$ cat src/hdl/art_pkg.sv
`timescale 1ns / 1ps
// ----------------------------------------------------------------------------
// art_pkg: shared types and constants of the allocation range table
// Request and status codes, record layout, table depth, sequencer states and
// the match result that passes from the compare unit to the sequencer.
// ----------------------------------------------------------------------------
package art_pkg;

   localparam int ADDR_W      = 64;
   localparam int SIZE_W      = 31;
   localparam int INDEX_W     = 6;
   localparam int COUNT_W     = 7;
   localparam int STATUS_W    = 3;
   localparam int REC_W       = SIZE_W + ADDR_W;
   // index and count ports are sized for this depth
   localparam int TABLE_DEPTH = 64;

   typedef enum logic [2:0] {
      OP_ADD       = 3'd0,
      OP_GET       = 3'd1,
      OP_DEL_INDEX = 3'd2,
      OP_DEL_ADDR  = 3'd3,
      OP_LOOKUP    = 3'd4,
      OP_CLEAR     = 3'd5
   } op_type;

   typedef enum logic [STATUS_W-1:0] {
      ST_OK        = 3'd0,
      ST_NOT_FOUND = 3'd1,
      ST_MID       = 3'd2,
      ST_BAD_INDEX = 3'd3,
      ST_FULL      = 3'd4
   } status_type;

   typedef enum logic [3:0] {
      S_IDLE  = 4'b0001,
      S_GET   = 4'b0010,
      S_SCAN  = 4'b0100,
      S_SHIFT = 4'b1000
   } state_type;

   typedef struct packed {
      logic exact;
      logic mid;
   } match_type;

endpackage

$ cat src/hdl/art_match.sv
`timescale 1ns / 1ps
// ----------------------------------------------------------------------------
// art_match: record compare unit
// Tests a probe address against one record: exact base hit, or a hit within
// base .. base + size inclusive, with no wrap-around on the upper bound.
// ----------------------------------------------------------------------------
module art_match (
   input  logic [art_pkg::ADDR_W-1:0] probe,
   input  logic [art_pkg::ADDR_W-1:0] base,
   input  logic [art_pkg::SIZE_W-1:0] length,
   output art_pkg::match_type         result
);

   logic [art_pkg::ADDR_W:0] diff;

   // borrow out marks probe below base
   assign diff = {1'b0, probe} - {1'b0, base};

   always_comb begin
      result.exact = (probe == base);
      result.mid   = !diff[art_pkg::ADDR_W] &&
                     (diff[art_pkg::ADDR_W-1:0] <= art_pkg::ADDR_W'(length));
   end

endmodule

$ cat config.mk
export PLATFORM = sky130hd
export DESIGN_NAME = art_match
export DESIGN_NICKNAME = d
export VERILOG_FILES = /design/src/hdl/art_pkg.sv /design/src/hdl/art_match.sv
export SDC_FILE = /design/constraint.sdc
export NUM_CORES = 1
export LEC_CHECK = 0
export BUFFER_PORTS_ARGS = -buffer_cell sky130_fd_sc_hd__buf_2
export CAP_MARGIN = 10
export CORE_UTILIZATION = 40
export DETAILED_ROUTE_END_ITERATION = 8
export GPL_TIMING_DRIVEN = 0
export PLACE_DENSITY = 0.71
export SLEW_MARGIN = 0
export SYNTH_ARGS = -nofsm -noshare
export SYNTH_HDL_FRONTEND = slang
export SYNTH_SLANG_ARGS = --single-unit
$ cat constraint.sdc
create_clock -name vclk -period 8.5
set_clock_uncertainty 0.05 [all_clocks]
set_input_delay 1.275 -clock vclk [all_inputs]
set_output_delay 1.275 -clock vclk [all_outputs]
set_load 0.01 [all_outputs]
After elaboration in Yosys (flattened, before gate mapping)
Index checks and enable logic that the tools add are counted.
Word-level totals
  bits in registers: 0
  input port bits: 159
  output and inout port bits: 2
  logic and storage cells: 5
Operators by class
  add/sub/neg operators: 1
  magnitude comparators: 1
  eq/ne operators: 1
  reduce and logical (&&, ||, !) cells: 2
Operators with widths (count)
  subtractor 64 x 64 -> 65 bit: 1
  equality test 64 bit: 1
  <= comparator 64 x 31 -> 1 bit: 1
  logical AND 1 bit: 1
  zero test 1 bit: 1

Depth between registers and ports, before layout
Gate-level depths: netlist of run 1.
  depth after elaboration: 3
  mapped depth: 23
  depth with buffers taken out: 23

Worst setup path after synthesis of run 1
Ideal clock, no wire load.
  path kind: input to output
  start point: in probe[0] (netlist name)
  end point: out result[0] (netlist name)
  arrival: 5465 ps
  data required time: 7175 ps
  path slack: 1710 ps
  cell stages on the path: 23
  buffers on the path: 0
  cell sequence: inv_1 ha_1 fa_1 nor2b_1 o21ai_1 a21boi_0 nor2b_1 o21a_1 o21ai_0 a21oi_1 xnor2_1 ha_1 nand4_1 nor3_1 and4_1 a41o_1 a211oi_1 or4_1 nor4_1 nand4_1 nor3_2 nand4_1 nor4_2
RTL lines
  start, declared: RTL line art_match.sv:8  | input logic [art_pkg::ADDR_W-1:0] probe,
  end, declared: RTL line art_match.sv:11  | output art_pkg::match_type result

==> flow_metrics.tcl, run 1 <==
set metrics [dict create \
    status "complete, no violations" \
    synthAdderAreaFrac_pct 21.5 \
    finalWirelength_um 19200 \
    synth.avg_cell_area_sq_um 6.34 \
    route.detailed.drc 0 \
    diodes 0 \
    finalSetupTns_ns 0 \
    powerDensity_nw_per_um2 77.3 \
    synthTopCellsByCount "115 x inv_1, 100 x a21oi_1, 95 x ha_1" \
    cap_violations 0 \
    core_area_sq_um 13500 \
    place_ws_ns 0.665 \
    synth_top_area_share_pct 21.1 \
    seq_cells 0 \
    synth_cell_types 68 \
    dieArea_sq_um 14500 \
    dpl.cell_count 1223 \
    nets 1304 \
    synthXorXnorAreaFrac_pct 6.23 \
    p_seq_share_pct 0 \
    antenna_found_initial 0 \
    internal-power_mw 0.204 \
    synth.most_common_cell "inv_1" \
    viasPerCell 5.76 \
    timing.fmax_mhz 127 \
    wl_per_cell_um 15.7 \
    regArea_sq_um 0 \
    drt_iter0_drc 606 \
    slew_headroom_pct 20.0 \
    p_sw_mw 0.310 \
    yosysWarningCount 0 \
    postLayoutSetupSlackWorst_ns 0.615 \
    synth_top_cell_by_area "ha_1" \
    nClkBuffers 0 \
    startpoint_type "input pin" \
    place_congestion 0.973 \
    io_buffers 161 \
    synth.area.top_cells "ha_1 21%, a21oi_1 8.9%, inv_1 7.7%, nand2_1 5.5%, o21ai_0 5.3%" \
    ant_nets 0 \
    synth_nets 1141 \
    min_from "probe[63]" \
    drt_pass1_iterations 5 \
    drive_gt1_share_pct 19.0 \
    drv_slew 0 \
    min_path_type "input pin to primary output" \
    cp-endpoint "result[0]" \
    fillCellCount 1512 \
    io_pins 161 \
    rows 42 \
    startpoint "probe[0]" \
    synth-compound-area-share_pct 35.0 \
    comb_power_share_pct 100.0 \
    cts_setup_buffers 0 \
    min_period_ns 7.88 \
    grt-ovfl-total 0 \
    cp_max_fo 3 \
    tightestPinTransition_ns 1.19 \
    synthToLayoutAreaGrowth_pct 18.3 \
    crit_arrival_ns 6.56 \
    holdBufCountCts 0 \
    die_h_um 121 \
    synth.yosys.seq_area_share_pct 0 \
    die_w_um 121 \
    p_leak_nw 3.32 \
    dp_hpwl_um 16700 \
    initial_utilization_pct 41.8 \
    synthSimpleGateAreaFrac_pct 25.8 \
    syn_inst 886 \
    ir_drop_mv 0.0286 \
    grt_pass1_vias 6284 \
    synth_top_family_by_area "compound AO/OA/AOI/OAI gates" \
    synthMuxAreaShare_pct 0.890 \
    grt_usage_pct 25.8 \
    required_ns 7.17 \
    grt_pass1_wl_um 30500 \
    swShare_pct 60.4 \
    post-route-period-util_pct 92.8 \
    cts_resized 0 \
    finalSetupViolations 0 \
    hold_viol 0 \
    grt_max_degree 11 \
    end_kind "primary output" \
    rsz0062_at_grt "false" \
    synth_area_sq_um 5620 \
    p_clk_share_pct 0 \
    vias 7040 \
    fin_cells 1223 \
    path_class "input pin to primary output" \
]
## layout by cell type (no fill, tap or decap), types with 14 or more instances in the layout
| master | netlist | final |
|---|---|---|
| o21a_1 | 20 | 20 |
| o21ai_0 | 60 | 60 |
| inv_1 | 115 | 115 |
| nand3_1 | 16 | 16 |
| xnor2_1 | 26 | 26 |
| buf_2 | 18 | 179 |
| a21oi_1 | 100 | 100 |
| nor2_1 | 64 | 64 |
| nand2_1 | 83 | 83 |
| xor2_1 | 14 | 14 |
| nor3_1 | 21 | 21 |
| a21o_1 | 25 | 25 |
| a211oi_1 | 15 | 15 |
| ha_1 | 95 | 95 |
| nand4_1 | 36 | 36 |
## logic make-up after synthesis
kind of cell,Yosys count
multiplexers,5
XOR/XNOR,40
AO/OA/AOI/OAI,311
adder cells (fa/ha/maj),96
AND/OR/NAND/NOR,287
buffers and inverters,147
## power by group through the flow
stage	Clock, mW	Combinational, mW	Sequential, mW
3_3_place_gp	0	0.496	0
5_1_grt	0	0.571	0
3_5_place_dp	0	0.499	0
2_1_floorplan	0	0.356	0
4_1_cts	0	0.503	0
6_report	0	0.514	0
## metrics by stage
| step | hold slack (ns) | util, % | total power, mW | instance area, sq um |
|---|---|---|---|---|
| 3_5_place_dp | 3.15 | 49.4 | 0.499 | 6650 |
| 4_1_cts | 3.15 | 49.4 | 0.503 | 6650 |
| 2_1_floorplan | 2.90 | - | 0.356 | 5620 |
| 5_1_grt | 3.21 | 49.4 | 0.571 | 6650 |
| 6_report | 3.15 | 49.4 | 0.514 | 6650 |
| 3_3_place_gp | 3.14 | 49.4 | 0.496 | 6650 |
## worst max-delay path, stage by stage
cell	delay, ns
buf_2	0.07
inv_1	0.03
ha_1	0.22
fa_1	0.41
nor2b_1	0.20
o21ai_1	0.13
a21boi_0	0.41
nor2b_1	0.14
o21a_1	0.24
o21ai_0	0.29
a21oi_1	0.13
xnor2_1	0.16
ha_1	0.28
nand4_1	0.16
nor3_1	0.35
and4_1	0.30
a41o_1	0.21
a211oi_1	0.07
or4_1	0.49
nor4_1	0.19
nand4_1	0.15
nor3_2	0.18
nand4_1	0.16
nor4_2	0.15
buf_2	0.16
## routing by layer
| metal | share of wire, % | track usage, % |
|---|---|---|
| met1 | 49 | 39.8 |
| met2 | 40 | 38.9 |
| met3 | 9.1 | 2.69 |
| met4 | 1.3 | 3.40 |
| met5 | 0 | 0 |
## final cells by class
cell class / count / area [sq um] / share of cell area, %
Tap cell: 176 / 220 / 3.31
Inverter: 115 / 432 / 6.49
Timing Repair Buffer: 161 / 806 / 12.1
Buffer: 32 / 158 / 2.37
Multi-Input combinational cell: 739 / 5030 / 75.7
## worst min-delay path by stage
stage / slack [ns] / to / cells after the start
global placement: 3.14 / result[0] / 5
finish: 3.15 / result[0] / 6
CTS: 3.15 / result[0] / 6
global route: 3.21 / result[0] / 6
floorplan: 2.90 / result[0] / 4
detailed placement: 3.15 / result[0] / 6
(Power assumes the default switching activity.)
==> run 2, diff against run 1 <==
ABC_AREA = 1   (was not set)
PLACE_DENSITY = 0.69   (was 0.71)
==> flow_metrics.tcl, run 2 <==
set metrics [dict create \
    slew_headroom_pct 67.7 \
    ir_drop_mv 0.0285 \
    p_sw_mw 0.365 \
    timing.fmax_mhz 160 \
    die_w_um 135 \
    startpoint "probe[20]" \
    synth_cell_types 29 \
    grt_max_degree 7 \
    grt-ovfl-total 0 \
    end_kind "primary output" \
    status "complete, no violations" \
    regArea_sq_um 0 \
    die_h_um 135 \
    required_ns 7.17 \
    synth_top_cell_by_area "nand2_1" \
    fillCellCount 2070 \
    synth.yosys.seq_area_share_pct 0 \
    dieArea_sq_um 18300 \
    io_pins 161 \
    wl_per_cell_um 13.3 \
    synth_top_area_share_pct 31.4 \
    synth.most_common_cell "nand2_1" \
    dp_hpwl_um 22800 \
    vias 8778 \
    seq_cells 0 \
    slowest_stage "nand3b_1" \
    nClkBuffers 0 \
    initial_utilization_pct 41.0 \
    syn_inst 1489 \
    fin_util_pct 47.2 \
    tightestPinTransition_ns 0.480 \
    p_leak_nw 5.67 \
    mostFrequentLayoutCells "595 x nand2_1, 397 x inv_1, 161 x buf_2, 112 x nor2_1, 95 x ha_1" \
    drive_gt1_share_pct 14.3 \
    post-route-period-util_pct 73.4 \
    finalSetupTns_ns 0 \
    hold_viol 0 \
    synth_area_sq_um 7110 \
    synthToLayoutAreaGrowth_pct 15.3 \
    core_area_sq_um 17400 \
    crit_family "simple AND/OR/NAND/NOR gates" \
    viasPerCell 4.68 \
    swShare_pct 64.5 \
    drt_iter0_drc 618 \
    cp.depth 25 \
    min_path_type "input pin to primary output" \
    io_buffers 161 \
    path_class "input pin to primary output" \
    rsz0062_at_grt "false" \
    fin_area_sq_um 8200 \
    drv_slew 0 \
    cp_max_fo 4 \
    startpoint_type "input pin" \
    hold-worst-slack_ns 3.25 \
    grt_pass1_vias 7881 \
    holdBufCountCts 0 \
    place_congestion 0.977 \
    rows 48 \
    synth.area.top_cells "nand2_1 31%, inv_1 21%, ha_1 17%, nor2_1 5.9%, a21oi_1 4.6%" \
    final_common_cell "nand2_1" \
    yosysWarningCount 0 \
    finalWirelength_um 24900 \
    p_clk_share_pct 0 \
    grt_pass1_wl_um 38600 \
    synth.avg_cell_area_sq_um 4.78 \
    ant_nets 0 \
    antenna_found_initial 0 \
    route.detailed.drc 0 \
    diodes 0 \
    p_seq_share_pct 0 \
    cts_setup_buffers 0 \
    synth_nets 1744 \
    cpMostUsedCell "nand2_1" \
    synthTopCellsByCount "595 x nand2_1, 397 x inv_1, 112 x nor2_1" \
    crit_arrival_ns 4.91 \
    internal-power_mw 0.201 \
    max_stage_delay_ns 0.38 \
    path_buf_inv 4 \
    comb_power_share_pct 100.0 \
    drt_pass1_iterations 5 \
    multi_input_area_sq_um 5570 \
    fin_cells 1875 \
    nets 1907 \
    placed_area_sq_um 8200 \
    dpl.cell_count 1875 \
    cap_violations 0 \
    cp-endpoint "result[0]" \
    finalSetupViolations 0 \
    cts_resized 0 \
    grt_usage_pct 27.1 \
    powerDensity_nw_per_um2 69.0 \
    min_period_ns 6.24 \
]
run 2: cell types whose count changed in the layout (fill, tap and decap cells not counted), moves of 34 or more:
cell / previous run / this run
nand2_1: 83 / 595
o21ai_0: 60 / 15
nand3_1: 16 / 50
nor2_1: 64 / 112
a21oi_1: 100 / 65
inv_1: 115 / 397
run 2: worst min-delay path by stage:
stage	end	cells past startpoint	from
2_1_floorplan	result[0]	7	length[30]
3_3_place_gp	result[0]	9	length[30]
3_5_place_dp	result[0]	9	length[30]
4_1_cts	result[0]	9	length[30]
5_1_grt	result[1]	7	base[0]
6_report	result[0]	9	length[30]
run 2: cell families after synthesis:
group | synth area share, %
AO/OA/AOI/OAI | 6.97
XOR/XNOR | 3.69
adder cells (fa/ha/maj) | 17.0
buffers and inverters | 21.7
AND/OR/NAND/NOR | 50.6
run 2: final cells by class:
| type | count | area share (%) |
|---|---|---|
| multi-input cells | 1077 | 67.9 |
| inverters | 412 | 18.9 |
| repair buffers | 161 | 9.83 |
| well taps | 225 | 3.43 |
run 2: tightest hold or removal path: stages:
cell	delay (ns)
buf_2	0.10
inv_1	0.05
ha_1	0.13
inv_1	0.03
nand2_1	0.05
nand2_1	0.09
nand3_1	0.10
nor2_1	0.06
buf_2	0.13
run 2: power groups by stage:
| stage | Combinational [mW] | Clock [mW] | Sequential, mW |
|---|---|---|---|
| floorplan | 0.384 | 0 | 0 |
| global placement | 0.554 | 0 | 0 |
| detailed placement | 0.560 | 0 | 0 |
| CTS | 0.563 | 0 | 0 |
| global route | 0.639 | 0 | 0 |
| finish | 0.566 | 0 | 0 |
run 2: stage by stage:
stage               setup WS [ns]  power [mW]
floorplan                    3.40       0.384
global placement             2.28       0.554
detailed placement           2.27       0.560
CTS                          2.26       0.563
global route                 2.10       0.639
finish                       2.26       0.566
run 2: per-layer routing:
layer,part of all wire [%],track usage [%],vias to the layer above
met4,2.9,6.87,0
met1,46,35.7,3733
met3,6.1,1.16,36
li1,-,-,4715
met5,0,0,-
met2,45,48.0,294
==> run 3, diff against run 2 <==
PLACE_DENSITY = 0.71   (was 0.69)
clock period = 5.1 ns   (was 8.5 ns; I/O delays follow)
==> flow_metrics.tcl, run 3 (synthesized netlist as in run 2, its figures left out) <==
set metrics [dict create \
    use_met1_pct 35.2 \
    p_sw_mw 0.608 \
    cpMostUsedCell "nand2_1" \
    ant_nets 0 \
    grt-ovfl-total 0 \
    dpl.cell_count 1875 \
    p_clk_share_pct 0 \
    drive_gt1_share_pct 15.0 \
    nClkBuffers 0 \
    wl_per_cell_um 12.8 \
    cap_violations 0 \
    use_met2_pct 44.8 \
    postLayoutSetupSlackWorst_ns 0.262 \
    internal-power_mw 0.338 \
    crit_arrival_ns 4.02 \
    met3_usage_pct 1.80 \
    cp_max_fo 4 \
    grt_pass1_wl_um 37900 \
    seq_cells 0 \
    max_stage_delay_ns 0.35 \
    mostFrequentLayoutCells "593 x nand2_1, 397 x inv_1, 161 x buf_2, 108 x nor2_1, 95 x ha_1" \
    vias 8828 \
    drt_pass1_iterations 6 \
    initial_utilization_pct 41.0 \
    grt_pass1_vias 7983 \
    fin_cells 1877 \
    dp_hpwl_um 22000 \
    slew_headroom_pct 55.7 \
    end_kind "primary output" \
    final_common_cell "nand2_1" \
    min_period_ns 4.84 \
    fin_util_pct 47.6 \
    path_buf_inv 5 \
    synthToLayoutAreaGrowth_pct 16.1 \
    drt_iter0_drc 533 \
    route.detailed.drc 0 \
    holdPathStages 9 \
    finalSetupViolations 0 \
    die_w_um 135 \
    rows 48 \
    ir_drop_mv 0.0471 \
    viasPerCell 4.70 \
    min_from "length[30]" \
    regArea_sq_um 0 \
    dieArea_sq_um 18300 \
    swShare_pct 64.3 \
    io_pins 161 \
    grt_max_degree 7 \
    nets 1909 \
    path_class "input pin to primary output" \
    post-route-period-util_pct 94.9 \
    die_h_um 135 \
    antenna_found_initial 0 \
    busiest_layer "met2" \
    place_congestion 0.997 \
    tightestPinTransition_ns 0.658 \
    whs_endpoint "result[0]" \
    finalWirelength_um 24100 \
    drv_slew 0 \
    comb_power_share_pct 100.0 \
    place_ws_ns -0.0537 \
    slowest_stage "ha_1" \
    min_path_type "input pin to primary output" \
    timing.fmax_mhz 207 \
    startpoint_type "input pin" \
    powerDensity_nw_per_um2 115 \
    p_leak_nw 5.69 \
    hold_viol 0 \
    p_seq_share_pct 0 \
    core_area_sq_um 17400 \
    crit_family "simple AND/OR/NAND/NOR gates" \
    status "complete, no violations" \
    diodes 0 \
    holdBufCountCts 0 \
    grt_usage_pct 26.4 \
    io_buffers 161 \
    required_ns 4.28 \
]
==> run 3: changes by cell type in the layout (fill, tap and decap cells not counted), moves of 2 or more <==
| cell | before | now |
|---|---|---|
| nor2_2 | 25 | 29 |
| nand2_1 | 595 | 593 |
| buf_4 | 0 | 2 |
| nand2_2 | 21 | 23 |
| nor2_1 | 112 | 108 |
==> run 3: power groups by stage <==
stage	clock network, mW	logic [mW]	registers (mW)
2_1_floorplan	0	0.640	0
3_3_place_gp	0	0.916	0
3_5_place_dp	0	0.925	0
4_1_cts	0	0.933	0
5_1_grt	0	1.07	0
6_report	0	0.946	0
==> run 3: worst max-delay path by stage <==
stage / start / cells after the start / end / slack (ns)
after floorplan: probe[0] / 28 / result[0] / 1.02
after global placement: probe[21] / 26 / result[0] / -0.04
after detailed placement: probe[21] / 26 / result[0] / -0.05
after CTS: probe[0] / 30 / result[0] / 0.02
after global routing: probe[0] / 30 / result[0] / -0.007
final: probe[19] / 26 / result[0] / 0.26
==> run 3: final cells by class <==
class | instances | area, sq um
fillers | 1980 | 9100
multi-input cells | 1077 | 5610
inverters | 412 | 1550
repair buffers | 163 | 821
well taps | 225 | 282
==> run 3: repair_timing <==
| action | in CTS | in global routing |
|---|---|---|
| pin swaps | 0 | 5 |
| resized for setup | 3 | 8 |
| setup endpoints to repair | 1 | 1 |
| buffers inserted | 0 | 2 |
| gates cloned | 0 | 0 |
==> run 3: metal layers <==
metal  routed length (um)  share of wire (%)
met3                 1490                6.2
met4                  904                3.7
met1                11300                 47
met5                    0                  0
met2                10400                 43
==> run 3: metrics by stage <==
| step | area, sq um | hold WS (ns) | setup TNS, ns | total power [mW] |
|---|---|---|---|---|
| 2_1_floorplan | 7110 | 1.89 | 0 | 0.640 |
| 3_3_place_gp | 8200 | 2.23 | -0.0381 | 0.916 |
| 3_5_place_dp | 8200 | 2.22 | -0.0537 | 0.925 |
| 4_1_cts | 8210 | 2.23 | 0 | 0.933 |
| 5_1_grt | 8260 | 2.29 | -0.00746 | 1.07 |
| 6_report | 8260 | 2.22 | 0 | 0.946 |
