`src/hdl/art_ram.sv`:
```
`timescale 1ns / 1ps
// ----------------------------------------------------------------------------
// art_ram: generic single-port-write, single-port-read RAM
// One write and one registered read per cycle.
// ----------------------------------------------------------------------------
module art_ram #(
   parameter  int WIDTH = 8,
   parameter  int DEPTH = 16,
   localparam int AW    = (DEPTH > 1) ? $clog2(DEPTH) : 1
) (
   input  logic             clock,
   input  logic             wr_en,
   input  logic [AW-1:0]    wr_addr,
   input  logic [WIDTH-1:0] wr_data,
   input  logic [AW-1:0]    rd_addr,
   output logic [WIDTH-1:0] rd_data
);

   logic [WIDTH-1:0] store_ff [DEPTH];
   logic [WIDTH-1:0] rd_data_ff;

   always_ff @(posedge clock) begin
      if (wr_en) begin
         store_ff[wr_addr] <= wr_data;
      end
      rd_data_ff <= store_ff[rd_addr];
   end

   assign rd_data = rd_data_ff;

endmodule

```
`config.mk`:
```
export PLATFORM = sky130hd
export DESIGN_NAME = art_ram
export DESIGN_NICKNAME = d
export VERILOG_FILES = /design/src/hdl/art_ram.sv
export SDC_FILE = /design/constraint.sdc
export NUM_CORES = 1
export LEC_CHECK = 0
export BUFFER_PORTS_ARGS = -buffer_cell sky130_fd_sc_hd__buf_4
export CAP_MARGIN = 5
export CORE_ASPECT_RATIO = 1.2
export CORE_MARGIN = 8
export CORE_UTILIZATION = 65
export DETAILED_ROUTE_END_ITERATION = 8
export HOLD_SLACK_MARGIN = 0.02
export PLACE_DENSITY = 0.95
export SYNTH_ARGS = -nofsm -noshare
export SYNTH_HDL_FRONTEND = slang
export SYNTH_SLANG_ARGS = --single-unit
```
`constraint.sdc`:
```
create_clock -name clock -period 3.2 [get_ports clock]
set_input_delay 0.16 -clock clock [delete_from_list [all_inputs] [get_ports clock]]
set_output_delay 0.16 -clock clock [all_outputs]
set_load 0.005 [all_outputs]
```
Yosys cells after proc, flatten, opt, wreduce, memory -nomap -nowiden
Memories as Yosys holds them, arrays and structs flattened. A register that Yosys moved wholly into a read port is not among the register bits. Index checks and enable logic that the tools add are counted.

Register bits: 0. Memories kept: 1. Bits in writable memories: 128. Output and inout port bits: 8.

Memories: store_ff (words 16, width 8, read ports 1, clocked after memory_dff 1, write ports 1, line 19) `logic [WIDTH-1:0] store_ff [DEPTH];`.

Muxes and demuxes: 2.

Operator list (count): two-way mux 1 bit (2).

Depth between registers and ports, before layout
Gate-level depths: netlist of run 1.

Depth after elaboration: 2. Mapped depth: 5. Mapped depth without buffers: 3.

Worst setup path after synthesis of run 1
OpenSTA, ideal clock, no wires.

Kind: input to register. Start point: in wr_addr[2]. End point: mem store_ff[0][0] (enable). Data required time: 2817 ps. Data arrival time: 1270 ps. Setup slack: 1547 ps. Library setup time: 383 ps. Stages: 2. Path buffers: 0. Cell sequence: or3b_2 nor3_1.

RTL lines: start, declared (line 13) `input logic [AW-1:0] wr_addr,`; end, declared (line 19).

Straight into the memory's write port.

==> metrics.md, run 1 <==
| Metric | Value |
|---|---|
| Nets | slightly below 300 |
| Sequential Power Share | 0.485 |
| Post-route non-filler standard cell count | 380 |
| I/O pins | 26 |
| Power density over the cells | 682 nW/um^2 |
| GRT overflow | 0 |
| Router iterations before antenna repair | 5 |
| Flops & latches, synth | between 100 and 150 |
| Worst Tran Pin Value | 0.962 ns |
| Cells after Synth | approximately 230 |
| Cts bufs inserted | 17 |
| Total negative slack | 0 ns |
| DRC violations left | 0 |
| Die X | 97.2 um |
| RR Endpoint | rd_data[4] |
| Crit. End Element | flop |
| Worst endpoint required time | between 3 and 4 ns |
| Finish-stage setup viols | 0 |
| FMAX | 680 MHz |
| Crit-path max cell delay | around 0.53 ns |
| Routability cong. | about 0.89 |
| CTS tree | done |
| Row count | 35 |
| Area growth syn-to-layout | 17.8% |
| # diodes | 0 |
| Clk pwr share | 0.466 |
| Global-route wire length before repair | ~17000 um |
| Core area | roughly 7700 sq um |
| Vias in the first global route | roughly 2600 |
| CTS hold repair buffers | 8 |
| Pin count of the biggest net entering global routing | 33 |
| Gr usage total | 0.213 |
| Layout cells sized above 1 | 0.271 |
| Pint | 3.27 mW |
| Number of setup buffers added after CTS | 0 |
| Skew final | 0.00760 ns |
| DP Wirelength | between 6000 and 7000 um |
| Post-Route WL | ~11000 um |
| Die Y | 113 um |
| Ordered list of cells on the worst path | mux4_1, a22oi_1, nand2_1 |
| Startpoint Class | flop |
| Slowest CP cell | mux4_1 |
| Post-DRT Antenna Nets | 0 |
| CTS resizes | 0 |
| Seq/Total Area, Yosys | 0.778 |
| Maximum fanout along the worst path | 1 |
| Commonest non-fill, non-tap cell in the layout | edfxtp_1 |
| Slew HR | 0.357 |
| Ys Warns | 0 |
| Clk slew on worst S/H paths | 0.06 ns |
| Clock root cell | clkbuf_8 |
| Max-cap viol count | 0 |
| Top delay family on crit path | multiplexers |
| Worst Hold End | store_ff[4][2] |
| Mapped Avg Cell Area | 22.5 sq um |
| Post-route core utilization | 0.792 |
| Die ar. | 11000 sq um |
| Worst Path Buf+Inv | 0 |
| Status | finished, final reports clean |
| Fin. max-slew vios | 0 |
| Via count | around 2600 |
| Period Utilization, post-route | 0.459 |
| Top-area cell type share of the netlist area | 0.747 |
| RSZ-0062 raised after global routing | no |
| Most frequent cells in the layout | edfxtp_1, buf_4, mux4_2 |
| Post-synth cell types | 19 |
| Combinational fraction of design power | 0.049 |
| Initial antenna violation count | 0 |
| Syn nets | between 200 and 250 |
| Switch Pwr | about 0.86 mW |
| Cells on worst reg2reg path | 3 |
| PortBufs | 25 |
| Leading area contributor after synthesis | edfxtp_1 |
| WHS Path Cells | 2 |
| Final hold violation count | 0 |
| CTS Buffer Depth | 2 |
| Iteration-0 DRC Markers | 265 |
| Placed inst area | between 5000 and 6000 sq um |
| Leakage power | between 2 and 2.5 nW |
| Period minus WS final | around 1.5 ns |
| Htree depth | 4 |
| R2R Path Start | store_ff[10][4] |
| Final Cell Area | about 6100 sq um |
| Switching Fraction | 0.209 |
| Dpl cells | 339 |
| Clock Latency Late Sink | approximately 0.53 ns |
| Post-Syn Area | 5150 sq um |
| Worst IR Drop VDD | 0.604 mV |
| Sink Count | 136 |
| WS Path Type | flop to flop |
| Worst Hold Class | input port to flop |
| WHS | roughly 0.047 ns |
| Min-delay src | wr_addr[0] |
| Starting Density | 0.672 |
| Top cells by area, synth | edfxtp_1, mux4_2, mux4_1 |
| Worst endpoint data arrival time | between 1.5 and 2 ns |
| Setup slack, reg-to-reg | 1.73 ns |
| Routed WL per cell | around 30 um |
| Via density per instance | 6.96 |
Yosys cell counts:
| master | number |
|---|---|
| nor2b_1 | 1 |
| or3b_2 | 1 |
| and2_1 | 1 |
| mux4_1 | 14 |
| buf_6 | 3 |
| nor2_1 | 13 |
| buf_4 | 1 |
| clkdlybuf4s25_2 | 3 |
| nand3b_1 | 2 |
| nand2b_1 | 2 |
| a22oi_1 | 16 |
| dfxtp_1 | 8 |
| nand3_1 | 1 |
| nand2_1 | 9 |
| mux4_2 | 18 |
| nor3_1 | 4 |
| buf_2 | 3 |
| edfxtp_1 | 128 |
| and2b_1 | 1 |
worst max-delay path by stage:
stage                     cells after the start  slack (ns)             end       startpoint
after floorplan                               2        1.55  store_ff[0][0]       wr_addr[2]
after global placement                        3        1.34  store_ff[4][5]       wr_addr[3]
after detailed placement                      3        1.27  store_ff[4][0]       wr_addr[3]
after CTS                                     3        1.72      rd_data[4]  store_ff[10][4]
after global routing                          3        1.70      rd_data[4]   store_ff[9][4]
final                                         3        1.73      rd_data[4]  store_ff[10][4]
cells by family (layout without fill, tap and decap cells):
| group | Yosys count | count (layout) | share of synthesized area |
|---|---|---|---|
| buffers and inverters | 10 | 69 | 0.0168 |
| AO/OA/AOI/OAI | 16 | 16 | 0.0233 |
| AND/OR/NAND/NOR | 35 | 35 | 0.0318 |
| flip-flops | 136 | 136 | 0.778 |
| multiplexers | 32 | 32 | 0.150 |
power groups by stage:
stage	Sequential (mW)	Combinational, mW	Clock, mW
after global routing	2.01	0.215	2.01
after detailed placement	2.04	0.189	0
after global placement	2.04	0.180	0
final	2.01	0.202	1.92
after CTS	2.01	0.202	1.93
after floorplan	2.04	0.101	0
routing by layer:
metal | global-route usage | routed length, um | part of all wire
met1 | 0.269 | 4200 | 0.37
met2 | 0.340 | 5810 | 0.51
met3 | 0.0568 | 1070 | 0.095
met4 | 0.0941 | 208 | 0.018
met5 | 0 | 0 | 0
registers in the layout, indices dropped and copies added, names as in the netlist:
signal,cells
rd_data,8
store_ff,128
final cells by class:
class	count	area, sq um
Clock buffer	17	414
Clock inverter	15	178
Timing Repair Buffer	37	298
Tap cell	92	115
Multi-Input combinational cell	83	1060
Sequential cell	136	4000
Fill cell	330	1600
stage by stage:
stage / power (mW) / worst slack [ns]
floorplan: 2.14 / 1.55
global placement: 2.22 / 1.34
detailed placement: 2.23 / 1.27
CTS: 4.14 / 1.72
global route: 4.23 / 1.70
finish: 4.13 / 1.73
Note: power is estimated with default switching activity, not from simulation.
==> run 2, diff against run 1 <==
--- a/config.mk
+++ b/config.mk
@@ -9,10 +9,10 @@
 export CAP_MARGIN = 5
 export CORE_ASPECT_RATIO = 1.2
 export CORE_MARGIN = 8
-export CORE_UTILIZATION = 65
+export CORE_UTILIZATION = 60
 export DETAILED_ROUTE_END_ITERATION = 8
 export HOLD_SLACK_MARGIN = 0.02
-export PLACE_DENSITY = 0.95
+export PLACE_DENSITY = 0.89
 export SYNTH_ARGS = -nofsm -noshare
 export SYNTH_HDL_FRONTEND = slang
 export SYNTH_SLANG_ARGS = --single-unit
==> constraint.sdc (replaced) <==
create_clock -name clock -period 1.55 [get_ports clock]
set_input_delay 0.0775 -clock clock [delete_from_list [all_inputs] [get_ports clock]]
set_output_delay 0.0775 -clock clock [all_outputs]
set_load 0.005 [all_outputs]
==> run 2 against run 1 <==
Compared with the run above: core utilization fell by 5.7 points; final area rose by 2.5%; power rose by 98%; critical endpoint is now rd_data[3]; register-to-register slack got worse by 1.5 ns; clock power rose by 89%; largest cell class unchanged; critical path depth did not move; global-route usage fell by 2.6 points; sequential cell count did not move; critical path type unchanged; worst setup slack got worse by 1.5 ns.
==> metrics.md, run 2 (synthesis results as in run 1) <==
| Metric | Value |
|---|---|
| Status | finished, final reports clean |
| Worst Hold Class | input port to flop |
| Finish-stage setup viols | 0 (unchanged) |
| Top delay family on crit path | multiplexers |
| Die ar. | 11800 sq um (+7.0%) |
| Skew final | 0.00780 ns (+0.000193 ns) |
| DRC violations left | 0 (unchanged) |
| Via density per instance | 5.95 (-15%) |
| Starting Density | 0.608 (-0.0641) |
| Crit. path cell count | 3 (unchanged) |
| CTS Buffer Depth | 2 (unchanged) |
| Clock Latency Late Sink | 0.51 ns (-0.02 ns) |
| Routability cong. | 0.826 (-6.8%) |
| Routed WL per cell | 23.7 um (-20%) |
| Worst Tran Pin Value | 0.425 ns (-0.536 ns) |
| Fin. max-slew vios | 0 (unchanged) |
| CTS tree | done |
| Cts bufs inserted | 17 (unchanged) |
| Maximum fanout along the worst path | 1 (unchanged) |
| Startpoint Class | flop |
| CTS resizes | 0 (unchanged) |
| Router iterations before antenna repair | 4 (-1) |
| Dpl cells | 383 (+13%) |
| Area growth syn-to-layout | 20.8% |
| Crit-path max cell delay | 0.53 ns (about the same) |
| Worst Path Buf+Inv | 0 (unchanged) |
| Crit. End Element | flop |
| Row count | 37 (+5.7%) |
| WHS Path Cells | 3 (+1) |
| Sink Count | 136 (unchanged) |
| GRT overflow | 0 (unchanged) |
| Slowest CP cell | mux4_1 |
| Die X | 101 um (+3.4%) |
| Post-route non-filler standard cell count | 423 (+11%) |
| Max reg flops | 128 (unchanged) |
| Cells on worst reg2reg path | 3 (unchanged) |
| Crit path setup slack, layout | 0.189 ns (-1.54 ns) |
| WHS | 0.0802 ns (+0.0331 ns) |
| # diodes | 0 (unchanged) |
| Worst IR Drop VDD | 1.05 mV (+74%) |
| Htree depth | 4 (unchanged) |
| Nets | 311 (+6.1%) |
| Via count | 2515 (-5.0%) |
| Pin count of the biggest net entering global routing | 33 (unchanged) |
| Largest register by flop count | store_ff |
| Worst endpoint data arrival time | 1.76 ns (-0.10 ns) |
| Period Utilization, post-route | 0.878 (+0.419) |
| Commonest non-fill, non-tap cell in the layout | edfxtp_1 |
| Initial antenna violation count | 0 (unchanged) |
| Layout cells sized above 1 | 0.304 (+0.0331) |
| Dpl ws | 0.157 ns (-1.11 ns) |
| Clk slew on worst S/H paths | 0.06 ns (about the same) |
| DP Wirelength | 6210 um (-2.1%) |
| Post-DRT Antenna Nets | 0 (unchanged) |
| Vias in the first global route | 2696 (+3.6%) |
| Core area | 8470 sq um (+11%) |
| Total negative slack | 0 ns (unchanged) |
| Die Y | 117 um (+3.5%) |
| Power density over the cells | 1320 nW/um^2 (+93%) |
| Ordered list of cells on the worst path | mux4_1, a22oi_1, nand2_1 |
| Period minus WS final | 1.36 ns (-0.109 ns) |
| Iteration-0 DRC Markers | 277 (+4.5%) |
| Clock root cell | clkbuf_8 |
| Slew HR | 0.716 (+0.359) |
| I/O pins | 26 (unchanged) |
| Worst endpoint required time | 1.95 ns (-1.64 ns) |
| Most frequent cells in the layout | edfxtp_1, buf_4, mux4_2 |
| WS Path Type | flop to flop |
| RSZ-0062 raised after global routing | no |
| Max-cap viol count | 0 (unchanged) |
| FMAX | 735 MHz (+8.0%) |
| Leakage power | 2.14 nW (+4.4%) |
| Global-route wire length before repair | 15700 um (-6.3%) |
| Post-Route WL | 10000 um (-11%) |
| PortBufs | 25 (unchanged) |
| Gr usage total | 0.187 (-0.0261) |
| Final hold violation count | 0 (unchanged) |
[run 2: changes by cell type in the layout (fill, tap and decap cells not counted)]
cell	delta
buf_12	+3
clkbuf_4	-1
bufinv_16	-1
nor3_1	-1
clkinv_2	+4
nor3_2	+1
inv_6	-2
clkinv_4	-4
clkbuf_1	+5
buf_4	+16
clkinvlp_4	-1
clkinv_1	-1
[run 2: tightest hold or removal path: stages]
cell and delay (ns):
buf_4 0.12, nor3_1 0.07, buf_4 0.15
[run 2: power by group]
part	leakage (nW)	switching (mW)	total (mW)	internal [mW]
clock network	0.260	1.35	3.62	2.26
logic	0.656	0.218	0.430	0.212
registers	1.22	0.0234	4.14	4.11
total	2.14	1.59	8.18	6.59
[run 2: final timing paths]
check                   endpoint  slack, ns             from
setup / recovery      rd_data[3]       0.19   store_ff[1][3]
hold / removal    store_ff[4][0]       0.08       wr_addr[0]
setup reg to reg      rd_data[3]       0.19   store_ff[1][3]
hold reg to reg       rd_data[6]       0.67  store_ff[14][6]
[run 2: what timing repair did]
action,in CTS,in global routing
hold buffers,8,0
buffers inserted,0,0
endpoints found under the hold margin,128,0
[run 2: stage by stage]
stage	util	cell area (sq um)	total power, mW
2_1_floorplan	-	5150	4.42
3_3_place_gp	0.661	5600	4.60
3_5_place_dp	0.661	5600	4.62
4_1_cts	0.734	6220	8.26
5_1_grt	0.734	6220	8.46
6_report	0.734	6220	8.18
[run 2: area by class of cell]
class                   instances  area [sq um]
clock buffers                  22           433
clock inverters                10           104
fillers                       468          2250
multi-input cells              83          1060
flip-flops and latches        136          4000
well taps                     117           146
repair buffers                 55           470
[run 2: metal layers]
layer | part of all wire | global-route usage | vias up
met4 | 0.015 | 0.0844 | 0
met1 | 0.40 | 0.223 | 1278
met5 | 0 | 0 | -
met2 | 0.52 | 0.302 | 118
li1 | - | - | 1103
met3 | 0.065 | 0.0598 | 16
==> run 3, diff against run 2 <==
--- a/config.mk
+++ b/config.mk
@@ -12,6 +12,7 @@
 export CORE_UTILIZATION = 60
 export DETAILED_ROUTE_END_ITERATION = 8
 export HOLD_SLACK_MARGIN = 0.02
+export MAX_ROUTING_LAYER = met4
 export PLACE_DENSITY = 0.89
 export SYNTH_ARGS = -nofsm -noshare
 export SYNTH_HDL_FRONTEND = slang
==> run 3 against run 2 <==
Compared with the run above: hold slack worse by 0.0089 ns; power increased by 0.31%; routed wire length is 0.76% higher; combinational power about the same; via count rose by 1.4%; clock skew down 0.0011 ns; clock power barely moved; core utilization unchanged; sequential cell count did not move; worst setup slack worse by 0.0089 ns; final area stayed put; die area did not move; critical path type unchanged.
==> metrics.md, run 3 (synthesis results as in run 1) <==
| Metric | Value |
|---|---|
| WHS | 0.0714 ns (-0.00885 ns) |
| Worst Setup SP | store_ff[1][3] |
| Crit. End Element | flop |
| I/O pins | 26 (unchanged) |
| Gr usage total | 0.192 (+0.00475) |
| Dpl cells | 383 (unchanged) |
| PortBufs | 25 (unchanged) |
| Die X | 101 um (unchanged) |
| Status | finished, final reports clean |
| Slowest CP cell | mux4_1 |
| WHS Path Cells | 3 (unchanged) |
| Ordered list of cells on the worst path | mux4_1, a22oi_1, nand2_1 |
| Fin. max-slew vios | 0 (unchanged) |
| Row count | 37 (unchanged) |
| Worst Hold Class | input port to flop |
| Finish-stage setup viols | 0 (unchanged) |
| Max-cap viol count | 0 (unchanged) |
| Post-DRT Antenna Nets | 0 (unchanged) |
| Core area | 8470 sq um (unchanged) |
| Iteration-0 DRC Markers | 271 (-2.2%) |
| Slew HR | 0.721 (+0.00501) |
| Via count | 2551 (+1.4%) |
| Worst Path Buf+Inv | 0 (unchanged) |
| Crit-path max cell delay | 0.53 ns (about the same) |
| RR Endpoint | rd_data[3] |
| Die Y | 117 um (unchanged) |
| Nets | 311 (unchanged) |
| Post-route core utilization | 0.734 (unchanged) |
| Skew final | 0.00669 ns (-0.00110 ns) |
| Total negative slack | 0 ns (unchanged) |
| Worst IR Drop VDD | 1.05 mV (+0.21%) |
| Setup slack, reg-to-reg | 0.18 ns (about the same) |
| Top delay family on crit path | multiplexers |
| FMAX | 730 MHz (-0.65%) |
| Startpoint Class | flop |
| Largest register by flop count | store_ff |
| Htree depth | 4 (unchanged) |
| WS Path Type | flop to flop |
| Starting Density | 0.608 (unchanged) |
| Most frequent cells in the layout | edfxtp_1, buf_4, mux4_2 |
| Global-route wire length before repair | 15600 um (-0.48%) |
| Clock root cell | clkbuf_8 |
| Via density per instance | 6.03 (+1.4%) |
| Area growth syn-to-layout | 20.8% (unchanged) |
| Routed WL per cell | 23.8 um (+0.76%) |
| Worst Hold End | store_ff[4][0] |
| Post-route non-filler standard cell count | 423 (unchanged) |
| R2R Path Start | store_ff[1][3] |
| Vias in the first global route | 2713 (+0.63%) |
| Period minus WS final | 1.37 ns (+0.00888 ns) |
| Min-delay src | wr_addr[1] |
| Cells on worst reg2reg path | 3 (unchanged) |
| Clk slew on worst S/H paths | 0.06 ns (about the same) |
| Final hold violation count | 0 (unchanged) |
| Number of setup buffers added after CTS | 0 (unchanged) |
| Pin count of the biggest net entering global routing | 33 (unchanged) |
| Worst endpoint required time | 1.95 ns (about the same) |
| Power density over the cells | 1320 nW/um^2 (+0.31%) |
| Die ar. | 11800 sq um (unchanged) |
| Router iterations before antenna repair | 5 (+1) |
| Routability cong. | 0.839 (+1.5%) |
| Worst endpoint data arrival time | 1.77 ns (about the same) |
| DP Wirelength | 6210 um (unchanged) |
| # diodes | 0 (unchanged) |
| Period Utilization, post-route | 0.884 (+0.00573) |
| Cts bufs inserted | 17 (unchanged) |
| Sink Count | 136 (unchanged) |
| Layout cells sized above 1 | 0.304 (unchanged) |
| GRT overflow | 0 (unchanged) |
| Clock Latency Late Sink | 0.51 ns (about the same) |
| Leakage power | 2.14 nW (unchanged) |
| Maximum fanout along the worst path | 1 (unchanged) |
| CTS tree | done |
| Initial antenna violation count | 0 (unchanged) |
| DRC violations left | 0 (unchanged) |
| Commonest non-fill, non-tap cell in the layout | edfxtp_1 |
| Worst Tran Pin Value | 0.418 ns (-0.00750 ns) |
| Post-Route WL | 10100 um (+0.76%) |
| CTS Buffer Depth | 2 (unchanged) |
| RSZ-0062 raised after global routing | no |
| Max reg flops | 128 (unchanged) |
==> run 3: cell counts in the layout (fill, tap and decap cells not counted) <==
Identical to the previous run, type by type.
==> run 3: how the worst max path moves through the flow <==
| stage | to | slack (ns) | cells past startpoint |
|---|---|---|---|
| after detailed placement | rd_data[5] | 0.16 | 5 |
| after CTS | rd_data[3] | 0.20 | 3 |
| final | rd_data[3] | 0.18 | 3 |
| after global routing | rd_data[3] | 0.14 | 3 |
| after floorplan | store_ff[3][0] | 0.21 | 2 |
| after global placement | rd_data[1] | 0.16 | 5 |
==> run 3: per-stage QoR <==
step	setup slack [ns]	power, mW	area, sq um
finish	0.181	8.21	6220
global route	0.137	8.46	6220
CTS	0.199	8.26	6220
detailed placement	0.157	4.62	5600
global placement	0.162	4.60	5600
floorplan	0.206	4.42	5150
==> run 3: worst register-to-register path: stages, from the launching register on <==
cell and delay [ns]:
edfxtp_1 0.37, mux4_1 0.53, a22oi_1 0.26, nand2_1 0.10
==> run 3: layout make-up <==
type                       instances  area, sq um
multi-input combinational         83         1060
sequential                       136         4000
clock buffer                      22          433
timing repair buffer              55          470
clock inverter                    10          104
fill                             468         2250
tap                              117          146
==> run 3: metal layers <==
layer / vias to the layer above / part of all wire / global-route usage
li1: 1104 / - / -
met1: 1316 / 0.41 / 0.221
met2: 117 / 0.52 / 0.303
met3: 14 / 0.052 / 0.0574
met4: 0 / 0.015 / 0.0844
met5: - / 0 / -
==> run 3: report_power, final <==
group,internal (mW),switching [mW]
clock,2.26,1.38
sequential,4.11,0.0237
combinational,0.212,0.219
==> run 3: what timing repair did <==
item | CTS | global route
hold buffers | 8 | 0
resized for setup | 0 | 0
hold endpoints to repair | 128 | 0
